## src/rtl/ptjd_pkg.sv

```systemverilog
package ptjd_pkg;

   localparam int TIME_W    = 64;
   localparam int NOW_W     = 63;
   localparam int CNT_W     = 8;
   localparam int CSR_IDX_W = 2;
   localparam int CSR_DAT_W = 64;

   localparam logic [CSR_IDX_W-1:0] CSR_MAX_JUMP    = CSR_IDX_W'(0);
   localparam logic [CSR_IDX_W-1:0] CSR_DEBOUNCE    = CSR_IDX_W'(1);
   localparam logic [CSR_IDX_W-1:0] CSR_VALID_COUNT = CSR_IDX_W'(2);

   typedef struct packed {
      logic [NOW_W-1:0]  max_jump_ns;
      logic [TIME_W:0]   jump_limit;     // 2^64 - max_jump_ns
      logic [NOW_W-1:0]  debounce_ns;
      logic [CNT_W-1:0]  valid_frames_needed;
   } cfg_type;

   typedef struct packed {
      logic [TIME_W-1:0] ingress_time;
      logic [TIME_W-1:0] origin_time;
      logic [TIME_W-1:0] skew;           // ingress_time - origin_time
      logic              is_synced;
      logic [NOW_W-1:0]  now_time;
      logic              in_future_flag;
      logic              in_past_flag;
   } item_type;

   typedef struct packed {
      logic jump_future;
      logic jump_past;
   } result_type;

endpackage

```

## src/rtl/ptjd_if.sv

```systemverilog
interface ptjd_req_if;
   logic                            valid;
   logic                            ready;
   logic [ptjd_pkg::TIME_W-1:0]     ingress_time;
   logic [ptjd_pkg::TIME_W-1:0]     origin_time;
   logic                            is_synced;
   logic [ptjd_pkg::NOW_W-1:0]      now_time;
   logic                            in_future_flag;
   logic                            in_past_flag;

   modport source (
      output valid, ingress_time, origin_time, is_synced, now_time,
             in_future_flag, in_past_flag,
      input  ready
   );
   modport sink (
      input  valid, ingress_time, origin_time, is_synced, now_time,
             in_future_flag, in_past_flag,
      output ready
   );
endinterface

interface ptjd_rsp_if;
   logic valid;
   logic ready;
   logic jump_future;
   logic jump_past;

   modport source (output valid, jump_future, jump_past, input ready);
   modport sink   (input valid, jump_future, jump_past, output ready);
endinterface

interface ptjd_csr_if;
   logic                               valid;
   logic                               ready;
   logic [ptjd_pkg::CSR_IDX_W-1:0]     index;
   logic [ptjd_pkg::CSR_DAT_W-1:0]     data;

   modport source (output valid, index, data, input ready);
   modport sink   (input valid, index, data, output ready);
endinterface

```

## src/rtl/ptjd_csr.sv

```systemverilog
module ptjd_csr (
   input  logic                clock,
   input  logic                reset,
   ptjd_csr_if.sink            csr_chan,
   output ptjd_pkg::cfg_type   cfg
);

   ptjd_pkg::cfg_type cfg_ff, cfg_in;
   logic              write;
   logic [ptjd_pkg::NOW_W-1:0] wdata63;

   assign csr_chan.ready = 1'b1;
   assign write          = csr_chan.valid && csr_chan.ready;
   assign wdata63        = csr_chan.data[ptjd_pkg::NOW_W-1:0];

   always_comb begin
      cfg_in = cfg_ff;
      if (write) begin
         unique case (csr_chan.index)
            ptjd_pkg::CSR_MAX_JUMP: begin
               cfg_in.max_jump_ns = wdata63;
               cfg_in.jump_limit  = {1'b1, {ptjd_pkg::TIME_W{1'b0}}}
                                    - {2'b00, wdata63};
            end
            ptjd_pkg::CSR_DEBOUNCE: begin
               cfg_in.debounce_ns = wdata63;
            end
            ptjd_pkg::CSR_VALID_COUNT: begin
               cfg_in.valid_frames_needed = csr_chan.data[ptjd_pkg::CNT_W-1:0];
            end
            default: begin
               cfg_in = cfg_ff;
            end
         endcase
      end
   end

   always_ff @(posedge clock) begin
      if (reset) begin
         cfg_ff.max_jump_ns         <= '0;
         cfg_ff.jump_limit          <= {1'b1, {ptjd_pkg::TIME_W{1'b0}}};
         cfg_ff.debounce_ns         <= '0;
         cfg_ff.valid_frames_needed <= '0;
      end else begin
         cfg_ff <= cfg_in;
      end
   end

   assign cfg = cfg_ff;

endmodule

```

## src/rtl/ptjd_detect.sv

```systemverilog
module ptjd_detect (
   input  logic                  clock,
   input  logic                  reset,
   input  logic                  advance,
   input  ptjd_pkg::item_type    item,
   input  ptjd_pkg::cfg_type     cfg,
   output ptjd_pkg::result_type  result
);

   typedef enum logic [1:0] {
      MODE_IDLE     = 2'd0,
      MODE_DEBOUNCE = 2'd1,
      MODE_HANDLING = 2'd2
   } mode_type;

   typedef enum logic [1:0] {
      KIND_NONE   = 2'd0,
      KIND_FUTURE = 2'd1,
      KIND_PAST   = 2'd2
   } kind_type;

   mode_type                     mode_ff, mode_in;
   kind_type                     kind_ff, kind_in;
   logic                         have_last_ff, have_last_in;
   logic [ptjd_pkg::CNT_W-1:0]   count_ff, count_in;
   logic [ptjd_pkg::TIME_W-1:0]  last_ingress_ff, last_ingress_in;
   logic [ptjd_pkg::TIME_W-1:0]  last_skew_ff, last_skew_in;
   logic [ptjd_pkg::NOW_W-1:0]   start_ff, start_in;

   logic [ptjd_pkg::TIME_W-1:0]  delta;
   logic                         rising, ahead, behind, past_jump, future_jump;
   logic [ptjd_pkg::CNT_W-1:0]   count_inc;
   logic [ptjd_pkg::TIME_W-1:0]  deadline;

   // delta = predicted origin - received origin, modulo 2^64
   assign delta       = item.skew - last_skew_ff;
   assign rising      = item.ingress_time > last_ingress_ff;
   assign ahead       = (delta != '0) && (delta <= ~item.origin_time);
   assign behind      = (delta != '0) && !ahead;
   assign past_jump   = rising && ahead
                        && (delta > {1'b0, cfg.max_jump_ns});
   assign future_jump = rising && behind
                        && ({1'b0, delta} < cfg.jump_limit);
   assign count_inc   = (count_ff == '1) ? count_ff : count_ff + 1'b1;
   assign deadline    = {1'b0, start_ff} + {1'b0, cfg.debounce_ns};

   always_comb begin
      mode_in         = mode_ff;
      kind_in         = kind_ff;
      have_last_in    = have_last_ff;
      count_in        = count_ff;
      last_ingress_in = last_ingress_ff;
      last_skew_in    = last_skew_ff;
      start_in        = start_ff;
      result.jump_future = item.in_future_flag;
      result.jump_past   = item.in_past_flag;
      unique case (mode_ff)
         MODE_HANDLING: begin
            if (have_last_ff) begin
               if (past_jump || future_jump) begin
                  kind_in  = past_jump ? KIND_PAST : KIND_FUTURE;
                  count_in = '0;
               end else begin
                  count_in = count_inc;
                  if (count_inc >= cfg.valid_frames_needed) begin
                     kind_in = KIND_NONE;
                  end
               end
            end
            have_last_in    = 1'b1;
            last_ingress_in = item.ingress_time;
            last_skew_in    = item.skew;
            unique case (kind_in)
               KIND_NONE: begin
                  result.jump_future = 1'b0;
                  result.jump_past   = 1'b0;
               end
               KIND_FUTURE: begin
                  result.jump_future = 1'b1;
                  result.jump_past   = 1'b0;
               end
               KIND_PAST: begin
                  result.jump_future = 1'b0;
                  result.jump_past   = 1'b1;
               end
               default: begin
                  result.jump_future = item.in_future_flag;
                  result.jump_past   = item.in_past_flag;
               end
            endcase
         end
         MODE_DEBOUNCE: begin
            if (deadline < {1'b0, item.now_time}) begin
               mode_in = MODE_HANDLING;
            end
         end
         default: begin
            if (item.is_synced) begin
               start_in = item.now_time;
               mode_in  = MODE_DEBOUNCE;
            end
         end
      endcase
   end

   always_ff @(posedge clock) begin
      if (reset) begin
         mode_ff         <= MODE_IDLE;
         kind_ff         <= KIND_NONE;
         have_last_ff    <= 1'b0;
         count_ff        <= '0;
         last_ingress_ff <= '0;
         last_skew_ff    <= '0;
         start_ff        <= '0;
      end else if (advance) begin
         mode_ff         <= mode_in;
         kind_ff         <= kind_in;
         have_last_ff    <= have_last_in;
         count_ff        <= count_in;
         last_ingress_ff <= last_ingress_in;
         last_skew_ff    <= last_skew_in;
         start_ff        <= start_in;
      end
   end

endmodule

```

## src/rtl/ptp_time_jump_detector.sv

```systemverilog
// PTP time jump detector.
// req_chan carries one sync frame per transaction: ingress and origin
// timestamps, the synchronized status, the local debounce clock time and the
// incoming jump flags. rsp_chan returns exactly one transaction per frame with
// the jump_future / jump_past flags, in frame order.
// csr_chan writes the configuration: index 0 max_jump_ns, 1 debounce_ns,
// 2 valid_frames_needed; other indexes are ignored. It is always ready and
// should only be written while no frame is in flight.
// A frame moves from the frame stage register to the result register, which
// drives rsp_chan. Throughput: one frame per cycle when rsp_chan is ready;
// the path from the input register through the 64-bit predicted-origin
// subtract and limit compares to the result register sets the clock.
// A frame stage register and a result register decouple the two sides: while
// rsp_chan is stalled, one more frame is taken and held, then req_chan.ready
// drops until the result is taken.
// Reset (synchronous) empties both registers, returns the mode to idle, clears
// the jump state and the good-frame count and zeroes the configuration.
module ptp_time_jump_detector (
   input  logic        clock,
   input  logic        reset,
   ptjd_req_if.sink    req_chan,
   ptjd_rsp_if.source  rsp_chan,
   ptjd_csr_if.sink    csr_chan
);

   ptjd_pkg::cfg_type    cfg;
   ptjd_pkg::item_type   item_ff, item_in;
   ptjd_pkg::result_type result, result_ff;
   logic                 in_valid_ff, in_valid_in;
   logic                 rsp_valid_ff, rsp_valid_in;
   logic                 out_free, advance, accept;

   ptjd_csr u_csr (
      .clock    (clock),
      .reset    (reset),
      .csr_chan (csr_chan),
      .cfg      (cfg)
   );

   ptjd_detect u_detect (
      .clock   (clock),
      .reset   (reset),
      .advance (advance),
      .item    (item_ff),
      .cfg     (cfg),
      .result  (result)
   );

   assign out_free       = !rsp_valid_ff || rsp_chan.ready;
   assign advance        = in_valid_ff && out_free;
   assign req_chan.ready = !in_valid_ff || out_free;
   assign accept         = req_chan.valid && req_chan.ready;

   always_comb begin
      item_in.ingress_time   = req_chan.ingress_time;
      item_in.origin_time    = req_chan.origin_time;
      item_in.skew           = req_chan.ingress_time - req_chan.origin_time;
      item_in.is_synced      = req_chan.is_synced;
      item_in.now_time       = req_chan.now_time;
      item_in.in_future_flag = req_chan.in_future_flag;
      item_in.in_past_flag   = req_chan.in_past_flag;
      in_valid_in  = accept || (in_valid_ff && !advance);
      rsp_valid_in = advance || (rsp_valid_ff && !rsp_chan.ready);
   end

   always_ff @(posedge clock) begin
      if (reset) begin
         in_valid_ff  <= 1'b0;
         rsp_valid_ff <= 1'b0;
      end else begin
         in_valid_ff  <= in_valid_in;
         rsp_valid_ff <= rsp_valid_in;
      end
   end

   always_ff @(posedge clock) begin
      if (accept) begin
         item_ff <= item_in;
      end
      if (advance) begin
         result_ff <= result;
      end
   end

   assign rsp_chan.valid       = rsp_valid_ff;
   assign rsp_chan.jump_future = result_ff.jump_future;
   assign rsp_chan.jump_past   = result_ff.jump_past;

   a_advance_fills_output: assert property (@(posedge clock) disable iff (reset)
      advance |=> rsp_valid_ff)
      else $error("frame left stage without producing a result");

   a_stalled_frame_held: assert property (@(posedge clock) disable iff (reset)
      in_valid_ff && !out_free |=> in_valid_ff && $stable(item_ff))
      else $error("stalled frame lost or changed");

   a_accept_fills_stage: assert property (@(posedge clock) disable iff (reset)
      accept |=> in_valid_ff)
      else $error("accepted frame not held in stage");

   a_empty_stage_ready: assert property (@(posedge clock) disable iff (reset)
      !in_valid_ff |-> req_chan.ready)
      else $error("empty stage refuses frames");

endmodule

```

## src/flat_wrapper.sv

```systemverilog
// flat-port wrapper written by rule: the top's interface ports become plain ports
module ptp_time_jump_detector_flat 
  (clock, reset, req_chan_valid, req_chan_ingress_time, req_chan_origin_time, req_chan_is_synced, req_chan_now_time, req_chan_in_future_flag, req_chan_in_past_flag, req_chan_ready, rsp_chan_valid, rsp_chan_jump_future, rsp_chan_jump_past, rsp_chan_ready, csr_chan_valid, csr_chan_index, csr_chan_data, csr_chan_ready);
  ptjd_req_if req_chan_i ();
  ptjd_rsp_if rsp_chan_i ();
  ptjd_csr_if csr_chan_i ();
  input  logic clock;
  input  logic reset;
  input wire logic [$bits(req_chan_i.valid)-1:0] req_chan_valid;
  input wire logic [$bits(req_chan_i.ingress_time)-1:0] req_chan_ingress_time;
  input wire logic [$bits(req_chan_i.origin_time)-1:0] req_chan_origin_time;
  input wire logic [$bits(req_chan_i.is_synced)-1:0] req_chan_is_synced;
  input wire logic [$bits(req_chan_i.now_time)-1:0] req_chan_now_time;
  input wire logic [$bits(req_chan_i.in_future_flag)-1:0] req_chan_in_future_flag;
  input wire logic [$bits(req_chan_i.in_past_flag)-1:0] req_chan_in_past_flag;
  output wire logic [$bits(req_chan_i.ready)-1:0] req_chan_ready;
  output wire logic [$bits(rsp_chan_i.valid)-1:0] rsp_chan_valid;
  output wire logic [$bits(rsp_chan_i.jump_future)-1:0] rsp_chan_jump_future;
  output wire logic [$bits(rsp_chan_i.jump_past)-1:0] rsp_chan_jump_past;
  input wire logic [$bits(rsp_chan_i.ready)-1:0] rsp_chan_ready;
  input wire logic [$bits(csr_chan_i.valid)-1:0] csr_chan_valid;
  input wire logic [$bits(csr_chan_i.index)-1:0] csr_chan_index;
  input wire logic [$bits(csr_chan_i.data)-1:0] csr_chan_data;
  output wire logic [$bits(csr_chan_i.ready)-1:0] csr_chan_ready;
  assign req_chan_i.valid = req_chan_valid;
  assign req_chan_i.ingress_time = req_chan_ingress_time;
  assign req_chan_i.origin_time = req_chan_origin_time;
  assign req_chan_i.is_synced = req_chan_is_synced;
  assign req_chan_i.now_time = req_chan_now_time;
  assign req_chan_i.in_future_flag = req_chan_in_future_flag;
  assign req_chan_i.in_past_flag = req_chan_in_past_flag;
  assign req_chan_ready = req_chan_i.ready;
  assign rsp_chan_valid = rsp_chan_i.valid;
  assign rsp_chan_jump_future = rsp_chan_i.jump_future;
  assign rsp_chan_jump_past = rsp_chan_i.jump_past;
  assign rsp_chan_i.ready = rsp_chan_ready;
  assign csr_chan_i.valid = csr_chan_valid;
  assign csr_chan_i.index = csr_chan_index;
  assign csr_chan_i.data = csr_chan_data;
  assign csr_chan_ready = csr_chan_i.ready;
  ptp_time_jump_detector u_core (.clock(clock), .reset(reset), .req_chan(req_chan_i), .rsp_chan(rsp_chan_i), .csr_chan(csr_chan_i));
endmodule
```

## config.mk

```make
export PLATFORM = sky130hd
export DESIGN_NAME = ptp_time_jump_detector_flat
export DESIGN_NICKNAME = d
export VERILOG_FILES = /design/src/rtl/ptjd_pkg.sv /design/src/rtl/ptjd_if.sv /design/src/rtl/ptjd_csr.sv /design/src/rtl/ptjd_detect.sv /design/src/rtl/ptp_time_jump_detector.sv /design/src/flat_wrapper.sv
export SDC_FILE = /design/constraint.sdc
export NUM_CORES = 2
export LEC_CHECK = 0
export BUFFER_PORTS_ARGS = -buffer_cell sky130_fd_sc_hd__buf_2
export CAP_MARGIN = 20
export CELL_PAD_IN_SITES_DETAIL_PLACEMENT = 2
export CELL_PAD_IN_SITES_GLOBAL_PLACEMENT = 2
export CORE_MARGIN = 5
export CORE_UTILIZATION = 39
export CTS_BUF_LIST = sky130_fd_sc_hd__clkbuf_2
export DETAILED_ROUTE_END_ITERATION = 10
export PLACE_DENSITY_LB_ADDON = 0.1
export SYNTH_ARGS = -nofsm -noshare
export SYNTH_HDL_FRONTEND = slang
export SYNTH_SLANG_ARGS = --single-unit
```

## constraint.sdc

```tcl
create_clock -name clock -period 8.9 [get_ports clock]
set_input_delay 0.89 -clock clock [delete_from_list [all_inputs] [get_ports clock]]
set_output_delay 0.89 -clock clock [all_outputs]
set_load 0.1 [all_outputs]
```

==> out/summary.txt <==
max_cap viols - 0
PwrDens - 172 mW/mm^2
largest net degree at the start of global routing - 141
antenna-violating nets left - 0
Yosys cell types - 92
setup TNS - 0 ns
DR vias - 43.1k
starting density of the core - 0.391
Detailed Route Iter0 Violations - 2,412
I/O Buffers - 267
CTS root buf - clkbuf_2
Final Max Tran Viols - 0
gr usage total - 0.337
post-synthesis async set-or-reset flop share - 0
placed inst area - 0.0452 mm^2
finished layout cell area - 0.0524 mm^2
DP HPWL - 119 mm
CTS Buf Count - 194
#FFs+latches synth - 664
share of layout cells above drive strength 1 - 0.110
Avg Vias per Cell - 5.78
Area contributors post-synth - dfxtp_1, edfxtp_1, ha_1
Net Count, Synth - 5,809
Die Y - 340 um
total power - 9.02 mW
Synth top area share - 0.190
Seq/Total Area, Yosys - 0.374
CTS Buffer Depth - 3
Final Hold Slack - 0.190 ns
crit path max fanout - 8
global-route wire length before repair - 302 mm
yosys warns - 0
CTS tree - done
Static Leak - 21.7 nW
final setup violation count - 0
period utilization - 0.838
GRT overflow - 0
syn avg cell area - 8.45 um^2
Worst Tran Pin Value - 1.13 ns
commonest non-fill, non-tap cells in the layout - nand2_1, a21oi_1, dlygate4sd3_1, ha_1, inv_1
full die area - 0.116 mm^2
clock skew - 0.171 ns
crit path DAT - 8.87 ns
DRC - 0
FMAX - 134 MHz
area leader, netlist - dfxtp_1
wire per inst - 27.0 um
critical path capture point type - register
area grow syn2layout - 23.3%
commonest non-fill, non-tap cell in the layout - nand2_1
Clock Pin Slew Worst Setup and Hold Paths - 0.13 ns
status - finished clean
synthesized instance count - 5,024
Placer Congestion - 0.870
# placed instances - 6,567
routed wire length - 201 mm
initial antenna violation count - 15
nets - 6,662
TritonRoute pass-1 iters - 5
core area - 0.109 mm^2
min Tclk post-route - 7.46 ns
Hold WC Path Type - input pin to register
ys flop type - dfxtp_1
cell row count - 121
final non-filler cell total - 7,462
Synth Cell Area - 0.0425 mm^2
Clock Latency Late Sink - 1.73 ns
number of H-tree levels - 4
# IOs - 270
Startpoint Class - register
Final Hold Viols - 0
post-CTS sizing - 0
Max-Slew Margin vs Limit - 0.245
WP data required - 10.31 ns
critical path class - register to register
Worst VDD drop - 0.126 mV
CTS Sinks - 664
Post-synth EDFFs - 260
RSZ-0062 raised after global routing - no
vias in the first global route - 48.7k
die width - 340 um
==> what timing repair did <==
item | in CTS | in global routing
hold endpoints to repair | 563 | 0
buffers inserted | 0 | 0
hold buffers | 526 | 0
==> cell usage after synthesis, types with 13 or more instances <==
| cell type | instances |
|---|---|
| a31oi_1 | 26 |
| nand2_1 | 900 |
| clkbuf_1 | 153 |
| a21oi_1 | 678 |
| xor2_1 | 62 |
| nor3_1 | 64 |
| xnor2_1 | 144 |
| nor2b_1 | 59 |
| a21o_1 | 193 |
| or3_1 | 33 |
| and2_1 | 31 |
| inv_1 | 452 |
| o31ai_1 | 13 |
| o21ai_1 | 17 |
| a211o_1 | 13 |
| and3_1 | 41 |
| nand4_1 | 100 |
| nor2_1 | 190 |
| a211oi_1 | 32 |
| nand3_1 | 75 |
| nand2b_1 | 58 |
| dfxtp_1 | 404 |
| o21ai_0 | 169 |
| nor4_1 | 29 |
| or4_1 | 15 |
| o211ai_1 | 16 |
| o21a_1 | 45 |
| o21bai_1 | 27 |
| ha_1 | 517 |
| edfxtp_1 | 260 |
==> report_power, final <==
group / switching (mW) / internal, mW / leakage (nW)
clock network: 1.73 / 0.994 / 1.38
registers: 0.102 / 3.32 / 5.81
logic: 1.77 / 1.10 / 14.5
total: 3.60 / 5.42 / 21.7
==> path summary, 6_finish.rpt <==
check	from	to	slack (ns)	cells past startpoint
hold / removal	csr_chan_data[28]	u_core.u_csr.cfg[36]	0.19	4
hold reg to reg	u_core.u_csr.cfg[77]	u_core.u_csr.cfg[77]	0.46	2
setup / recovery	u_core.item_ff[77]	u_core.rsp_chan.jump_future	1.44	20
setup reg to reg	u_core.item_ff[77]	u_core.rsp_chan.jump_future	1.44	20
==> metal layers <==
metal,routed length [um],global-route usage,share of wire,vias to the layer above
met5,94,0,0.00047,-
met4,11700,0.176,0.058,14
met3,10300,0.0663,0.051,702
met2,99900,0.604,0.50,1320
met1,79200,0.379,0.39,21600
li1,-,-,-,19500
==> sequential cells by signal, summed over array words and instances, names as in the netlist <==
name	count
u_core.item_ff	258
u_core.u_csr.cfg	198
u_core.u_detect.last_ingress_ff	64
u_core.u_detect.last_skew_ff	64
u_core.u_detect.start_ff	63
u_core.u_detect.count_ff	8
u_core.u_detect.kind_ff	2
u_core.u_detect.mode_ff	2
u_core.in_valid_ff	1
u_core.rsp_chan.jump_future	1
u_core.rsp_chan.jump_past	1
u_core.rsp_chan.valid	1
u_core.u_detect.have_last_ff	1
==> through the flow <==
| step | worst slack (ns) | util |
|---|---|---|
| final | 1.44 | 0.482 |
| after global routing | 1.25 | 0.482 |
| after CTS | 1.78 | 0.482 |
| after detailed placement | 1.81 | 0.417 |
| after global placement | 1.99 | 0.417 |
| after floorplan | 0.682 | - |
==> layout make-up <==
type / count / area (um^2)
fill: 11900 / 56200
multi-input combinational: 3738 / 24300
sequential: 664 / 15900
timing repair buffer: 827 / 6900
tap: 1414 / 1770
inverter: 452 / 1700
clock buffer: 293 / 1470
clock inverter: 62 / 355
antenna: 12 / 30.0
==> critical path: stages, from the launching register on <==
cell and delay [ns]:
edfxtp_1 0.44, ha_1 0.47, nand4_1 0.24, nor3_1 0.56, a21boi_0 0.46, o21a_1 0.49, a21oi_1 0.31, a2bb2oi_1 0.26
xnor2_1 0.68, ha_1 0.28, nand4_1 0.18, nor4_1 0.81, nand2b_1 0.22, o31ai_1 0.24, nor4_1 0.10, a31o_2 0.26
a211o_1 0.30, or2_2 0.34, o22ai_1 0.25, o211ai_1 0.14, a21oi_1 0.21
==> kinds of logic (layout without fill, tap and decap cells) <==
| kind of cell | count (synthesis) | in the layout | synth area share |
|---|---|---|---|
| xor+xnor | 206 | 206 | 0.0425 |
| compound gates | 1338 | 1338 | 0.191 |
| flops | 664 | 664 | 0.374 |
| other cells | 1 | 13 | 0.0000883 |
| simple gates | 1658 | 1658 | 0.180 |
| buf+inv | 622 | 1634 | 0.0555 |
| fa+ha+maj | 520 | 520 | 0.154 |
| mux | 15 | 15 | 0.00362 |
No activity file was read; power rests on OpenSTA's default activity.
